<file path="src/hw/rtl/dfq_pkg.sv">
`timescale 1ns / 1ps
`default_nettype none
// ----------------------------------------------------------------------------
// dfq_pkg
// Shared constants and types for the deduplicating key queue.
// ----------------------------------------------------------------------------
package dfq_pkg;

    localparam int DEPTH     = 16;
    localparam int KEY_WIDTH = 32;
    localparam int CNT_WIDTH = $clog2(DEPTH + 1);

    // transaction status codes
    localparam logic [1:0] ST_DONE  = 2'd0;
    localparam logic [1:0] ST_DUP   = 2'd1;
    localparam logic [1:0] ST_FULL  = 2'd2;
    localparam logic [1:0] ST_EMPTY = 2'd3;

    // operation codes
    localparam logic ACT_PUSH = 1'b0;
    localparam logic ACT_POP  = 1'b1;

    // per-cell control from the queue controller
    typedef struct packed {
        logic occupied;
        logic load;
        logic shift;
    } cell_ctrl_t;

endpackage : dfq_pkg
`default_nettype wire

</file>
<file path="src/hw/rtl/dfq_cell.sv">
`timescale 1ns / 1ps
`default_nettype none
// ----------------------------------------------------------------------------
// dfq_cell
// One queue slot: holds a key, matches it against the incoming key and takes
// its neighbor's key when the queue advances.
// ----------------------------------------------------------------------------
module dfq_cell
    import dfq_pkg::*;
(
    input  wire logic                 clk,
    input  wire cell_ctrl_t           ctrl,
    input  wire logic [KEY_WIDTH-1:0] key_in,
    input  wire logic [KEY_WIDTH-1:0] neighbor_key,
    output logic      [KEY_WIDTH-1:0] key,
    output logic                      match
);

    logic [KEY_WIDTH-1:0] key_reg;
    logic [KEY_WIDTH-1:0] key_next;

    // next key: shift from neighbor on pop, capture on push
    always_comb
    begin
        key_next = key_reg;
        if (ctrl.shift)
        begin
            key_next = neighbor_key;
        end
        else if (ctrl.load)
        begin
            key_next = key_in;
        end
    end

    // payload register, no reset needed
    always_ff @(posedge clk)
    begin
        key_reg <= key_next;
    end

    // match line only from occupied slots
    assign match = ctrl.occupied && (key_reg == key_in);
    assign key   = key_reg;

endmodule : dfq_cell
`default_nettype wire

</file>
<file path="src/hw/rtl/dedup_fifo_queue.sv">
`timescale 1ns / 1ps
`default_nettype none
// ----------------------------------------------------------------------------
// dedup_fifo_queue
// First-in first-out queue of keys that drops pushes of keys already held.
// ----------------------------------------------------------------------------
// The queue takes one push or pop transaction per clock and returns its result
// in the next cycle; it sustains one transaction per cycle as long as results are
// taken. Every slot compares its key against the incoming key in the same
// cycle and the match lines are ORed, so this compare and the slot chain's
// shift on pop set the cycle time. The oldest key sits in slot 0; a pop moves
// every slot one step toward it. A push of a key already held reports a
// duplicate even when the queue is full. No clearing pass after reset.
// ----------------------------------------------------------------------------
module dedup_fifo_queue
    import dfq_pkg::*;
(
    input  wire logic                 clk,
    input  wire logic                 rst_n,
    input  wire logic                 in_valid,
    output logic                      in_ready,
    input  wire logic                 action,
    input  wire logic [KEY_WIDTH-1:0] key_in,
    output logic                      out_valid,
    input  wire logic                 out_ready,
    output logic      [KEY_WIDTH-1:0] key_out,
    output logic      [1:0]           status,
    output logic      [CNT_WIDTH-1:0] occupancy
);

    logic [CNT_WIDTH-1:0] count_reg;
    logic [CNT_WIDTH-1:0] count_next;
    logic                 out_valid_reg;
    logic                 out_valid_next;
    logic [KEY_WIDTH-1:0] key_out_reg;
    logic [KEY_WIDTH-1:0] key_out_next;
    logic [1:0]           status_reg;
    logic [1:0]           status_next;

    logic                 accept;
    logic                 dup;
    logic                 do_load;
    logic                 do_shift;
    logic [DEPTH-1:0]     match;
    logic [KEY_WIDTH-1:0] cell_key [DEPTH];

    // input taken whenever the result register is free or being drained
    assign in_ready = !out_valid_reg || out_ready;
    assign accept   = in_valid && in_ready;
    assign dup      = |match;

    // slot chain
    for (genvar i = 0; i < DEPTH; i++)
    begin : g_cell
        localparam logic [CNT_WIDTH-1:0] IDX = CNT_WIDTH'(i);
        cell_ctrl_t           ctrl;
        logic [KEY_WIDTH-1:0] neighbor_key;

        assign ctrl = '{occupied: (IDX < count_reg),
                        load:     (do_load && (count_reg == IDX)),
                        shift:    do_shift};

        if (i == DEPTH - 1)
        begin : g_last
            assign neighbor_key = '0;
        end
        else
        begin : g_mid
            assign neighbor_key = cell_key[i+1];
        end

        dfq_cell u_cell (
            .clk          (clk),
            .ctrl         (ctrl),
            .key_in       (key_in),
            .neighbor_key (neighbor_key),
            .key          (cell_key[i]),
            .match        (match[i])
        );
    end

    // transaction decode
    always_comb
    begin
        count_next     = count_reg;
        key_out_next   = key_out_reg;
        status_next    = status_reg;
        out_valid_next = out_valid_reg && !out_ready;
        do_load        = 1'b0;
        do_shift       = 1'b0;
        if (accept)
        begin
            out_valid_next = 1'b1;
            key_out_next   = '0;
            status_next    = ST_DONE;
            if (action == ACT_PUSH)
            begin
                priority if (dup)
                begin
                    status_next = ST_DUP;
                end
                else if (count_reg == CNT_WIDTH'(DEPTH))
                begin
                    status_next = ST_FULL;
                end
                else
                begin
                    do_load    = 1'b1;
                    count_next = count_reg + CNT_WIDTH'(1);
                end
            end
            else
            begin
                if (count_reg == '0)
                begin
                    status_next = ST_EMPTY;
                end
                else
                begin
                    do_shift     = 1'b1;
                    key_out_next = cell_key[0];
                    count_next   = count_reg - CNT_WIDTH'(1);
                end
            end
        end
    end

    // control registers
    always_ff @(posedge clk or negedge rst_n)
    begin
        if (!rst_n)
        begin
            count_reg     <= '0;
            out_valid_reg <= 1'b0;
        end
        else
        begin
            count_reg     <= count_next;
            out_valid_reg <= out_valid_next;
        end
    end

    // result payload registers
    always_ff @(posedge clk)
    begin
        key_out_reg <= key_out_next;
        status_reg  <= status_next;
    end

    // occupancy follows the last accepted transaction
    logic [CNT_WIDTH-1:0] occupancy_reg;
    logic [CNT_WIDTH-1:0] occupancy_next;

    assign occupancy_next = accept ? count_next : occupancy_reg;

    always_ff @(posedge clk)
    begin
        occupancy_reg <= occupancy_next;
    end

    assign out_valid = out_valid_reg;
    assign key_out   = key_out_reg;
    assign status    = status_reg;
    assign occupancy = occupancy_reg;

endmodule : dedup_fifo_queue
`default_nettype wire

</file>
<file path="config.mk">
export PLATFORM = sky130hd
export DESIGN_NAME = dedup_fifo_queue
export DESIGN_NICKNAME = d
export VERILOG_FILES = /design/src/hw/rtl/dfq_pkg.sv /design/src/hw/rtl/dfq_cell.sv /design/src/hw/rtl/dedup_fifo_queue.sv
export SDC_FILE = /design/constraint.sdc
export NUM_CORES = 1
export LEC_CHECK = 0
export ABC_AREA = 1
export CAP_MARGIN = 15
export CORE_MARGIN = 3
export CORE_UTILIZATION = 40
export DETAILED_ROUTE_END_ITERATION = 6
export DONT_BUFFER_PORTS = 1
export SKIP_LAST_GASP = 1
export SYNTH_ARGS = -nofsm -noshare
export SYNTH_HDL_FRONTEND = slang
export SYNTH_SLANG_ARGS = --single-unit
</file>
<file path="constraint.sdc">
create_clock -name clk -period 8.4 [get_ports clk]
set_clock_uncertainty 0.1 [all_clocks]
set_input_delay 1.68 -clock clk [delete_from_list [all_inputs] [get_ports clk]]
set_output_delay 1.68 -clock clk [all_outputs]
set_load 0.02 [all_outputs]
</file>
==> impl_metrics.prom, run 1 <==
# TYPE chip_impl_metric gauge
chip_impl_metric{name="largest_reg_flops",unit=""} 512
chip_impl_metric{name="synth-warning-count",unit=""} 0
chip_impl_metric{name="synth.yosys.seq_area_share",unit=""} 0.5521
chip_impl_metric{name="detailed_route_wl",unit="mm"} 107.6
chip_impl_metric{name="cts.sink_count",unit=""} 557
chip_impl_info{name="timing.critical_path.to_type",value="flip-flop"} 1
chip_impl_metric{name="finalHoldViolCount",unit=""} 0
chip_impl_metric{name="num_io_pins",unit=""} 78
chip_impl_metric{name="antenna_violating_nets_post_route",unit=""} 0
chip_impl_metric{name="worst_skew_pair.late_latency",unit="ns"} 0.65
chip_impl_metric{name="synth_nets",unit=""} 3422
chip_impl_metric{name="firstDrtPassIters",unit=""} 6
chip_impl_metric{name="place_congestion",unit=""} 1.001
chip_impl_metric{name="grt_start_max_net_pins",unit=""} 200
chip_impl_info{name="cp_slowest_cell",value="o21ai_4"} 1
chip_impl_metric{name="finalCritPeriodShare",unit=""} 0.6324
chip_impl_metric{name="max_slew.worst_pin.slew",unit="ns"} 1.167
chip_impl_metric{name="total_clock_buffers_created_by_cts",unit=""} 61
chip_impl_metric{name="irDropWorstVdd",unit="V"} 0.0001691
chip_impl_metric{name="utilization",unit=""} 0.4385
chip_impl_metric{name="core-area",unit="um2"} 73210
chip_impl_metric{name="total_power",unit="W"} 0.007344
chip_impl_metric{name="post_route_cells_drive_above_1_share",unit=""} 0.04404
chip_impl_metric{name="post-route-drc-count",unit=""} 0
chip_impl_metric{name="dieArea",unit="um2"} 77460
chip_impl_metric{name="relSlewSlack",unit=""} 0.2220
chip_impl_metric{name="number_of_global_route_vias_before_repair",unit=""} 21657
chip_impl_metric{name="fmax",unit="GHz"} 0.1882
chip_impl_metric{name="place.detailed.hpwl",unit="mm"} 79.63
chip_impl_metric{name="layout.cell_area.non_filler",unit="um2"} 32100
chip_impl_metric{name="detailed_place.area",unit="um2"} 30080
chip_impl_metric{name="synthesis.area_per_instance",unit="um2"} 8.776
chip_impl_metric{name="ctsResizeCount",unit=""} 0
chip_impl_info{name="worst_setup_path_start_kind",value="primary input"} 1
chip_impl_metric{name="die_w",unit="um"} 278.3
chip_impl_info{name="cpLargestDelayFamily",value="simple AND/OR/NAND/NOR gates"} 1
chip_impl_metric{name="postcts_setup_bufs",unit=""} 0
chip_impl_metric{name="netlist_instances",unit=""} 3380
chip_impl_metric{name="worst_setup_hold_path_clk_slew",unit="ns"} 0.06
chip_impl_info{name="rsz0062_at_grt",value="false"} 1
chip_impl_info{name="synth_largest_area_cell",value="edfxtp_1"} 1
chip_impl_metric{name="max_cap_viol_count",unit=""} 0
chip_impl_metric{name="timing.critical_path.buf_inv",unit=""} 2
chip_impl_metric{name="layout.filler_cells",unit=""} 7153
chip_impl_metric{name="chipHeight",unit="um"} 278.3
chip_impl_metric{name="clock_tree.buffer_depth",unit=""} 3
chip_impl_metric{name="post_drt_wl_per_cell",unit="um"} 25.05
chip_impl_info{name="synth_most_common_cell",value="nand2_1"} 1
chip_impl_metric{name="grt_pass1_wl",unit="mm"} 151.9
chip_impl_info{name="run_status",value="complete, no violations"} 1
chip_impl_metric{name="timing.critical_path.arrival",unit="ns"} 5.51
chip_impl_metric{name="synth-seq-cells",unit=""} 557
chip_impl_metric{name="netlist-cell-type-count",unit=""} 38
chip_impl_metric{name="netlist_area",unit="um2"} 29660
chip_impl_metric{name="input_output_buffers",unit=""} 0
chip_impl_metric{name="diodes",unit=""} 0
chip_impl_metric{name="synthArstFlopShare",unit=""} 0.01077
chip_impl_metric{name="initial_core_util",unit=""} 0.4052
chip_impl_metric{name="ff2ff_setup_slack",unit="ns"} 3.33
chip_impl_metric{name="yosys.area.top_type_share",unit=""} 0.5254
chip_impl_metric{name="globalRouteOverflowTotal",unit=""} 0
chip_impl_metric{name="vias_per_cell",unit=""} 5.239
chip_impl_metric{name="iteration_0_drc_markers",unit=""} 2443
chip_impl_metric{name="power_density",unit="nW/um2"} 228.8
chip_impl_info{name="cts-root-buf",value="clkbuf_16"} 1
chip_impl_metric{name="critical_path_required",unit="ns"} 8.60
chip_impl_info{name="critical_path.cell_chain",value="inv_1, nand2_1, nand4_1, nor2_1, nand2_1, nor2_1, nand3_1, nand2_1, nor2_1, nand2_2, nor2_8, nand3_2, o21ai_4, buf_4"} 1
chip_impl_info{name="timing.setup.critical_path_class",value="in -> reg"} 1
chip_impl_metric{name="antenna_found_initial",unit=""} 1
chip_impl_metric{name="leakage",unit="nW"} 12.99
chip_impl_metric{name="routed-via-count",unit=""} 22511
chip_impl_info{name="post_synth_main_area_contributors",value="edfxtp_1 (53%), nand2_1 (17%), xnor2_1 (8.1%)"} 1
chip_impl_metric{name="synth-edff-count",unit=""} 519
chip_impl_info{name="synth_common_cells",value="nand2_1 (1,322), edfxtp_1 (519), inv_1 (305), nor2_1 (292), xnor2_1 (274)"} 1
chip_impl_metric{name="max_stage_delay",unit="ns"} 0.94
chip_impl_metric{name="largest_fanout_on_the_critical_path",unit=""} 19
chip_impl_metric{name="nets",unit=""} 3327
chip_impl_metric{name="floorplan.rows",unit=""} 99
chip_impl_metric{name="htreeDepth",unit=""} 2
chip_impl_metric{name="groute.usage.overall",unit=""} 0.2734
chip_impl_info{name="hp-class",value="reg -> reg"} 1
chip_impl_metric{name="fin_crit",unit="ns"} 5.312
chip_impl_info{name="cts_tree",value="done"} 1
chip_impl_metric{name="cts.hold.buffers_added",unit=""} 0
chip_impl_metric{name="slew_violations",unit=""} 0
chip_impl_metric{name="finalSetupViolCount",unit=""} 0
chip_impl_metric{name="fin_tns_setup",unit="ns"} 0
chip_impl_metric{name="area_growth",unit="%"} 8.225
chip_impl_info{name="synth_ff_type",value="edfxtp_1"} 1
==> logic make-up (layout without fill, tap and decap cells) <==
group                    count (synthesis)  count (layout)  share of synthesized area
AO/OA/AOI/OAI                          290             290                    0.05045
XOR/XNOR                               294             294                    0.08681
adder cells (fa/ha/maj)                  5               5                   0.002109
buffers and inverters                  495             453                    0.07846
flip-flops                             557             557                     0.5521
AND/OR/NAND/NOR                       1739            1739                     0.2301
==> area by class of cell <==
class | count | area [um2] | area share
multi-input combinational | 2328 | 11130 | 0.3468
timing repair buffer | 16 | 157.7 | 0.004911
inverter | 321 | 1214 | 0.03781
tap | 959 | 1200 | 0.03738
sequential | 557 | 16380 | 0.5101
clock inverter | 33 | 311.5 | 0.009705
clock buffer | 83 | 1710 | 0.05328
==> layer usage <==
metal  vias to the layer above  global-route usage  share of wire
li1                      10574                   -              -
met1                     10750              0.3390           0.40
met2                       933              0.4543           0.47
met3                       254             0.03414          0.060
met4                         0              0.1742          0.072
met5                         -                   0              0
==> stage by stage <==
stage                     instances  setup WS, ns  hold slack, ns
after detailed placement       4181         2.540          0.4328
after global placement         4181         2.504          0.4326
after global routing           4297         2.954          0.4714
after floorplan                3380         2.445          0.4163
final                          4297         3.088          0.4398
after CTS                      4297         3.191          0.4433
==> tightest hold or removal path, delay by kind of cell (launching register included) <==
family / cells / cell delay (ns)
flops: 1 / 0.31
simple gates: 3 / 0.13
buf+inv: 1 / 0.06
==> cells in the final DEF (no fill, tap or decap), types with 2 or more instances in the layout <==
cell type,Yosys,routed
clkbuf_16,0,62
o211ai_1,4,4
nor2_4,2,3
o221ai_1,3,3
dfxtp_1,32,32
nor2_1,292,292
ha_1,5,5
nand3b_1,3,3
nand4_1,53,53
nor3_1,2,2
bufinv_16,0,5
and2_1,3,3
or2_0,4,4
nor2_2,3,2
nand3_1,47,47
o22ai_1,19,19
clkbuf_8,0,8
clkinvlp_4,0,2
inv_2,15,15
o21ai_0,232,226
xor2_1,20,20
nand2_1,1322,1322
nand2_2,2,2
a21oi_1,14,14
buf_4,29,13
clkbuf_1,46,13
clkinv_4,0,2
clkinv_1,0,14
edfxtp_1,519,519
dfrtp_1,6,6
clkinv_2,1,9
o21ai_1,18,9
o21ai_4,0,15
xnor2_1,274,274
inv_1,305,304
buf_12,0,3
==> worst paths after layout <==
kind | from | to | depth (start not counted)
worst max-delay path | key_in[7] | g_cell[13].u_cell.key[14]$_DFFE_PP_ | 14
worst min-delay path | g_cell[15].u_cell.key[28]$_SDFFE_PP0P_ | g_cell[15].u_cell.key[28]$_SDFFE_PP0P_ | 4
worst max register to register | count_reg[4]$_DFF_PN0_ | g_cell[13].u_cell.key[14]$_DFFE_PP_ | 12
worst min register to register | g_cell[15].u_cell.key[28]$_SDFFE_PP0P_ | g_cell[15].u_cell.key[28]$_SDFFE_PP0P_ | 4
max in group asynchronous | rst_n | count_reg[0]$_DFF_PN0_ | 0
min in group asynchronous | rst_n | count_reg[2]$_DFF_PN0_ | 0
==> power by group <==
group | switching, W | internal, W | total (W) | leakage [nW]
clock | 0.00118 | 0.00158 | 0.00275 | 0.986
sequential | 0.000182 | 0.00331 | 0.00349 | 5.17
combinational | 0.000790 | 0.000307 | 0.00110 | 6.84
total | 0.00215 | 0.00519 | 0.00734 | 13.0
(Power assumes the default switching activity.)
==> run 2, diff against run 1 <==
clock period = 5.5 ns   (was 8.4 ns; I/O delays follow)
==> impl_metrics.prom, run 2 (synthesis gave the netlist of run 1 again) <==
# TYPE chip_impl_metric gauge
chip_impl_info{name="run_status",value="complete, no violations"} 1
chip_impl_metric{name="critical_path_required",unit="ns"} 5.89
chip_impl_metric{name="area_growth",unit="%"} 9.044
chip_impl_info{name="cpLargestDelayFamily",value="buffers and inverters"} 1
chip_impl_metric{name="vias_per_cell",unit=""} 5.392
chip_impl_metric{name="timing.critical_path.buf_inv",unit=""} 4
chip_impl_metric{name="number_of_global_route_vias_before_repair",unit=""} 22126
chip_impl_metric{name="floorplan.rows",unit=""} 99
chip_impl_metric{name="timing.reg2reg.worst_path_depth",unit=""} 11
chip_impl_metric{name="post_drt_wl_per_cell",unit="um"} 24.72
chip_impl_metric{name="finalCritPeriodShare",unit=""} 0.8027
chip_impl_metric{name="num_io_pins",unit=""} 78
chip_impl_metric{name="max_stage_delay",unit="ns"} 0.84
chip_impl_metric{name="clock_tree.buffer_depth",unit=""} 3
chip_impl_metric{name="largest_reg_flops",unit=""} 512
chip_impl_info{name="cts-root-buf",value="clkbuf_16"} 1
chip_impl_metric{name="largest_fanout_on_the_critical_path",unit=""} 198
chip_impl_metric{name="groute.usage.overall",unit=""} 0.2706
chip_impl_metric{name="cts.hold.buffers_added",unit=""} 0
chip_impl_metric{name="detailed_route_wl",unit="mm"} 106.8
chip_impl_info{name="crit_top_cell",value="nand2_1"} 1
chip_impl_info{name="critical_path.cell_chain",value="inv_1, ha_1, nand2_1, nor2_1, nor2_1, inv_2, nor2_4, buf_12, buf_4, nand2_1, nand2_1"} 1
chip_impl_metric{name="dieArea",unit="um2"} 77460
chip_impl_metric{name="globalRouteOverflowTotal",unit=""} 0
chip_impl_info{name="cp_slowest_cell",value="buf_4"} 1
chip_impl_metric{name="cts.sink_count",unit=""} 557
chip_impl_metric{name="antenna_found_initial",unit=""} 0
chip_impl_metric{name="timing.critical_path.arrival",unit="ns"} 4.81
chip_impl_metric{name="fmax",unit="GHz"} 0.2265
chip_impl_metric{name="slew_violations",unit=""} 0
chip_impl_metric{name="power_frac_seq",unit=""} 0.470
chip_impl_metric{name="die_w",unit="um"} 278.3
chip_impl_metric{name="worst_setup_hold_path_clk_slew",unit="ns"} 0.06
chip_impl_metric{name="max_cap_viol_count",unit=""} 0
chip_impl_metric{name="diodes",unit=""} 0
chip_impl_metric{name="core-area",unit="um2"} 73210
chip_impl_metric{name="finalSetupViolCount",unit=""} 0
chip_impl_metric{name="initial_core_util",unit=""} 0.4052
chip_impl_metric{name="antenna_violating_nets_post_route",unit=""} 0
chip_impl_metric{name="utilization",unit=""} 0.4418
chip_impl_metric{name="p_int",unit="W"} 0.008098
chip_impl_metric{name="power_frac_clock",unit=""} 0.383
chip_impl_metric{name="htreeDepth",unit=""} 2
chip_impl_info{name="worst_setup_path_start_kind",value="flip-flop"} 1
chip_impl_metric{name="max_slew.worst_pin.slew",unit="ns"} 1.118
chip_impl_metric{name="netSwitchingPower",unit="W"} 0.003269
chip_impl_metric{name="nets",unit=""} 3352
chip_impl_metric{name="layout.filler_cells",unit=""} 7083
chip_impl_metric{name="post-route-drc-count",unit=""} 0
chip_impl_metric{name="irDropWorstVdd",unit="V"} 0.0002565
chip_impl_metric{name="power.share.combinational",unit=""} 0.147
chip_impl_info{name="regToRegStartpoint",value="count_reg[0]$_DFF_PN0_"} 1
chip_impl_metric{name="total_clock_buffers_created_by_cts",unit=""} 61
chip_impl_metric{name="iteration_0_drc_markers",unit=""} 2865
chip_impl_metric{name="fin_tns_setup",unit="ns"} 0
chip_impl_info{name="mostFrequentLayoutCell",value="nand2_1"} 1
chip_impl_metric{name="postcts_setup_bufs",unit=""} 0
chip_impl_metric{name="worst_skew_pair.late_latency",unit="ns"} 0.65
chip_impl_info{name="rsz0062_at_grt",value="false"} 1
chip_impl_metric{name="routed-via-count",unit=""} 23300
chip_impl_metric{name="grt_pass1_wl",unit="mm"} 152.1
chip_impl_metric{name="power_density",unit="nW/um2"} 351.4
chip_impl_metric{name="place.detailed.hpwl",unit="mm"} 78.91
chip_impl_metric{name="path_depth",unit=""} 11
chip_impl_metric{name="chipHeight",unit="um"} 278.3
chip_impl_info{name="cts_tree",value="done"} 1
chip_impl_metric{name="finalHoldViolCount",unit=""} 0
chip_impl_info{name="hp-class",value="in -> async"} 1
chip_impl_metric{name="ctsResizeCount",unit=""} 0
chip_impl_info{name="timing.setup.critical_path_class",value="reg -> reg"} 1
chip_impl_info{name="critical_path.startpoint",value="count_reg[0]$_DFF_PN0_"} 1
chip_impl_info{name="mostFrequentLayoutCells",value="nand2_1 (1,322), edfxtp_1 (519), inv_1 (304)"} 1
chip_impl_metric{name="leakage",unit="nW"} 13.14
chip_impl_metric{name="post_route_cells_drive_above_1_share",unit=""} 0.05235
chip_impl_metric{name="firstDrtPassIters",unit=""} 6
chip_impl_metric{name="place_congestion",unit=""} 0.9986
chip_impl_metric{name="relSlewSlack",unit=""} 0.2544
chip_impl_metric{name="swShare",unit=""} 0.2876
chip_impl_metric{name="fin_crit",unit="ns"} 4.415
chip_impl_metric{name="grt_start_max_net_pins",unit=""} 199
chip_impl_metric{name="input_output_buffers",unit=""} 0
chip_impl_info{name="timing.critical_path.to_type",value="flip-flop"} 1
## run 2: changes by cell type in the layout (fill, tap and decap cells not counted), sizes merged
cell / delta
clkbuf: -6
bufinv: +4
buf: +25
clkinv: +2
clkinvlp: -1
## run 2: path summary, 6_finish.rpt
| check | to | slack, ns |
|---|---|---|
| worst max register to register | g_cell[1].u_cell.key[9]$_DFFE_PP_ | 1.09 |
| max in group asynchronous | count_reg[2]$_DFF_PN0_ | 5.17 |
| worst min register to register | g_cell[15].u_cell.key[20]$_SDFFE_PP0P_ | 0.45 |
| worst max-delay path | g_cell[1].u_cell.key[9]$_DFFE_PP_ | 1.09 |
| worst min-delay path | count_reg[0]$_DFF_PN0_ | 0.05 |
| min in group clk | g_cell[15].u_cell.key[20]$_SDFFE_PP0P_ | 0.45 |
## run 2: final cells by class
| cell class | count | area, um2 | share of cell area |
|---|---|---|---|
| inverter | 321 | 1214 | 0.03752 |
| clock buffer | 77 | 1669 | 0.05160 |
| tap | 959 | 1200 | 0.03710 |
| clock inverter | 38 | 432.9 | 0.01338 |
| sequential | 557 | 16380 | 0.5063 |
| multi-input combinational | 2328 | 11130 | 0.3442 |
| timing repair buffer | 41 | 320.3 | 0.009903 |
## run 2: worst reg2reg max path: stages (launching register included)
cell and delay, ns:
dfrtp_1 0.67, inv_1 0.29, ha_1 0.29, nand2_1 0.09, nor2_1 0.06, nor2_1 0.19, inv_2 0.30, nor2_4 0.21
buf_12 0.62, buf_4 1.09, nand2_1 0.25, nand2_1 0.11
## run 2: through the flow
| step | setup slack [ns] | total power (W) | instances | hold slack (ns) | cell area (um2) |
|---|---|---|---|---|---|
| 2_1_floorplan | 0.1248 | 0.006497 | 3380 | 0.4163 | 29660 |
| 3_3_place_gp | 1.061 | 0.007059 | 4206 | 0.4347 | 30240 |
| 3_5_place_dp | 1.001 | 0.007073 | 4206 | 0.4398 | 30240 |
| 4_1_cts | 1.265 | 0.01138 | 4321 | 0.03019 | 32340 |
| 5_1_grt | 0.8974 | 0.01174 | 4321 | 0.03746 | 32340 |
| 6_report | 1.085 | 0.01137 | 4321 | 0.05156 | 32340 |
## run 2: power groups by stage
stage          sequential (W)  combinational [W]  clock (W)
6_report              0.00534            0.00167    0.00435
5_1_grt               0.00537            0.00181    0.00456
4_1_cts               0.00534            0.00165    0.00439
3_5_place_dp          0.00543            0.00165          0
3_3_place_gp          0.00542            0.00164          0
2_1_floorplan         0.00532            0.00118          0
## run 2: routing by layer
layer | routed length, um | share of wire | GRT usage | vias up
li1 | - | - | - | 10602
met3 | 8219 | 0.077 | 0.03414 | 294
met2 | 49870 | 0.47 | 0.4463 | 1272
met1 | 41430 | 0.39 | 0.3440 | 11132
met4 | 7283 | 0.068 | 0.1574 | 0
met5 | 0 | 0 | 0 | -
==> run 3, diff against run 2 <==
clock period = 3.87 ns   (was 5.5 ns; I/O delays follow)
==> impl_metrics.prom, run 3 (synthesis gave the netlist of run 1 again) <==
# TYPE chip_impl_metric gauge
chip_impl_metric{name="initial_core_util",unit=""} 0.4052
chip_impl_metric{name="vias_per_cell",unit=""} 5.297
chip_impl_metric{name="fmax",unit="GHz"} 0.2787
chip_impl_metric{name="groute.usage.overall",unit=""} 0.2709
chip_impl_info{name="mostFrequentLayoutCells",value="nand2_1 (1,322), edfxtp_1 (519), inv_1 (304)"} 1
chip_impl_metric{name="worst_setup_hold_path_clk_slew",unit="ns"} 0.06
chip_impl_metric{name="max_slew.worst_pin.slew",unit="ns"} 0.8168
chip_impl_metric{name="iteration_0_drc_markers",unit=""} 2397
chip_impl_metric{name="fin_hold_ws",unit="ns"} 0.1397
chip_impl_metric{name="grt_use_met2",unit=""} 0.4575
chip_impl_info{name="timing.setup.critical_path_class",value="reg -> reg"} 1
chip_impl_metric{name="total_clock_buffers_created_by_cts",unit=""} 61
chip_impl_metric{name="groute.layer.met3.usage",unit=""} 0.03406
chip_impl_metric{name="grt_pass1_wl",unit="mm"} 151.8
chip_impl_metric{name="antenna_violating_nets_post_route",unit=""} 0
chip_impl_metric{name="number_of_global_route_vias_before_repair",unit=""} 22211
chip_impl_metric{name="post_drt_wl_per_cell",unit="um"} 24.38
chip_impl_metric{name="max_cap_viol_count",unit=""} 0
chip_impl_metric{name="detailed_route_wl",unit="mm"} 106.4
chip_impl_info{name="run_status",value="complete, no violations"} 1
chip_impl_metric{name="nets",unit=""} 3396
chip_impl_metric{name="largest_reg_flops",unit=""} 512
chip_impl_metric{name="fin_crit",unit="ns"} 3.588
chip_impl_metric{name="htreeDepth",unit=""} 2
chip_impl_metric{name="input_output_buffers",unit=""} 0
chip_impl_metric{name="post_route_cells_drive_above_1_share",unit=""} 0.06197
chip_impl_metric{name="max_stage_delay",unit="ns"} 0.54
chip_impl_metric{name="leakage",unit="nW"} 13.33
chip_impl_metric{name="floorplan.rows",unit=""} 99
chip_impl_info{name="worst_setup_path_start_kind",value="flip-flop"} 1
chip_impl_metric{name="finalHoldViolCount",unit=""} 0
chip_impl_metric{name="grt_start_max_net_pins",unit=""} 120
chip_impl_metric{name="num_io_pins",unit=""} 78
chip_impl_info{name="hp-class",value="in -> reg"} 1
chip_impl_metric{name="worst_skew_pair.late_latency",unit="ns"} 0.65
chip_impl_metric{name="postcts_setup_bufs",unit=""} 0
chip_impl_metric{name="total_power",unit="W"} 0.01573
chip_impl_metric{name="diodes",unit=""} 0
chip_impl_info{name="cp_slowest_cell",value="o21ai_1"} 1
chip_impl_metric{name="post-route-drc-count",unit=""} 0
chip_impl_info{name="critical_path.cell_chain",value="nor2_4, inv_1, o21ai_1, nor2_1, nand3_1, nand2_1, nor2_1, nand2_2, nor2_8, nand3_2, buf_12, o21ai_4, buf_12"} 1
chip_impl_metric{name="dieArea",unit="um2"} 77460
chip_impl_info{name="cts-root-buf",value="clkbuf_16"} 1
chip_impl_metric{name="slew_violations",unit=""} 0
chip_impl_metric{name="finalCritPeriodShare",unit=""} 0.9271
chip_impl_metric{name="area_growth",unit="%"} 10.31
chip_impl_metric{name="relSlewSlack",unit=""} 0.4541
chip_impl_metric{name="largest_fanout_on_the_critical_path",unit=""} 27
chip_impl_metric{name="critical_path_required",unit="ns"} 4.10
chip_impl_metric{name="clock_tree.buffer_depth",unit=""} 3
chip_impl_metric{name="antenna_found_initial",unit=""} 1
chip_impl_metric{name="timing.critical_path.arrival",unit="ns"} 3.82
chip_impl_metric{name="routed-via-count",unit=""} 23116
chip_impl_metric{name="chipHeight",unit="um"} 278.3
chip_impl_metric{name="cts.sink_count",unit=""} 557
chip_impl_metric{name="firstDrtPassIters",unit=""} 6
chip_impl_metric{name="groute.layer.met1.usage",unit=""} 0.3409
chip_impl_metric{name="place_congestion",unit=""} 1.027
chip_impl_metric{name="globalRouteOverflowTotal",unit=""} 0
chip_impl_metric{name="power_density",unit="nW/um2"} 480.6
chip_impl_metric{name="irDropWorstVdd",unit="V"} 0.0003742
chip_impl_info{name="timing.critical_path.to_type",value="flip-flop"} 1
chip_impl_metric{name="place.detailed.hpwl",unit="mm"} 80.78
chip_impl_info{name="cts_tree",value="done"} 1
chip_impl_metric{name="ctsResizeCount",unit=""} 0
chip_impl_metric{name="core-area",unit="um2"} 73210
chip_impl_info{name="mostFrequentLayoutCell",value="nand2_1"} 1
chip_impl_info{name="gr-max-usage-layer",value="met2"} 1
chip_impl_info{name="rsz0062_at_grt",value="false"} 1
chip_impl_metric{name="die_w",unit="um"} 278.3
chip_impl_metric{name="finalSetupViolCount",unit=""} 0
[run 3: cell count changes in the layout (fill, tap and decap cells not counted), sizes merged]
cell	delta
buf	+43
bufinv	-6
clkbuf	+3
clkinv	+3
clkinvlp	-1
dlygate4sd3	+1
[run 3: metrics by stage]
stage	TNS, ns	setup WS [ns]	cell area [um2]	instances	utilization
after global routing	0	0.1793	32720	4364	0.4470
after CTS	0	0.3131	32720	4364	0.4470
after detailed placement	0	0.2699	30830	4249	0.4211
final	0	0.2821	32720	4364	0.4470
after floorplan	-131.17	-0.3334	29660	3380	-
after global placement	0	0.3212	30830	4249	0.4211
[run 3: path summary, 6_finish.rpt]
| kind | from | to | slack [ns] | cells past startpoint |
|---|---|---|---|---|
| worst max-delay path | count_reg[3]$_DFF_PN0_ | g_cell[12].u_cell.key[16]$_DFFE_PP_ | 0.28 | 13 |
| worst min-delay path | in_valid | out_valid$_DFF_PN0_ | 0.14 | 2 |
| worst max register to register | count_reg[3]$_DFF_PN0_ | g_cell[12].u_cell.key[16]$_DFFE_PP_ | 0.28 | 13 |
| worst min register to register | g_cell[15].u_cell.key[14]$_SDFFE_PP0P_ | g_cell[15].u_cell.key[14]$_SDFFE_PP0P_ | 0.44 | 4 |
| max in group asynchronous | rst_n | count_reg[0]$_DFF_PN0_ | 3.04 | 1 |
| min in group asynchronous | rst_n | count_reg[1]$_DFF_PN0_ | 0.37 | 1 |
[run 3: power breakdown]
part / internal, W / total, W / switching (W)
sequential: 0.00718 / 0.00753 / 0.000354
combinational: 0.000800 / 0.00257 / 0.00177
clock: 0.00315 / 0.00562 / 0.00248
total: 0.0111 / 0.0157 / 0.00460
[run 3: critical path, delay by kind of cell, from the launching register on]
kind	cells	cell delay (ns)
AND/OR/NAND/NOR	8	1.23
AO/OA/AOI/OAI	2	0.76
buffers and inverters	3	0.68
flip-flops	1	0.46
[run 3: metal layers]
metal / up-vias / wire (um)
met5: - / 0
met1: 11104 / 42010
li1: 10716 / -
met4: 0 / 6296
met2: 1051 / 50610
met3: 245 / 7467
[run 3: timing repair]
item	in CTS	in global routing
hold buffers	1	0
hold endpoints to repair	6	0
endpoints found under the setup margin	0	0
[run 3: final cells by class]
class	count	area [um2]
timing repair buffer	85	915.9
tap	959	1200
clock buffer	80	1628
inverter	321	1214
clock inverter	34	255.2
multi-input combinational	2328	11130
fill	7097	40490
sequential	557	16380
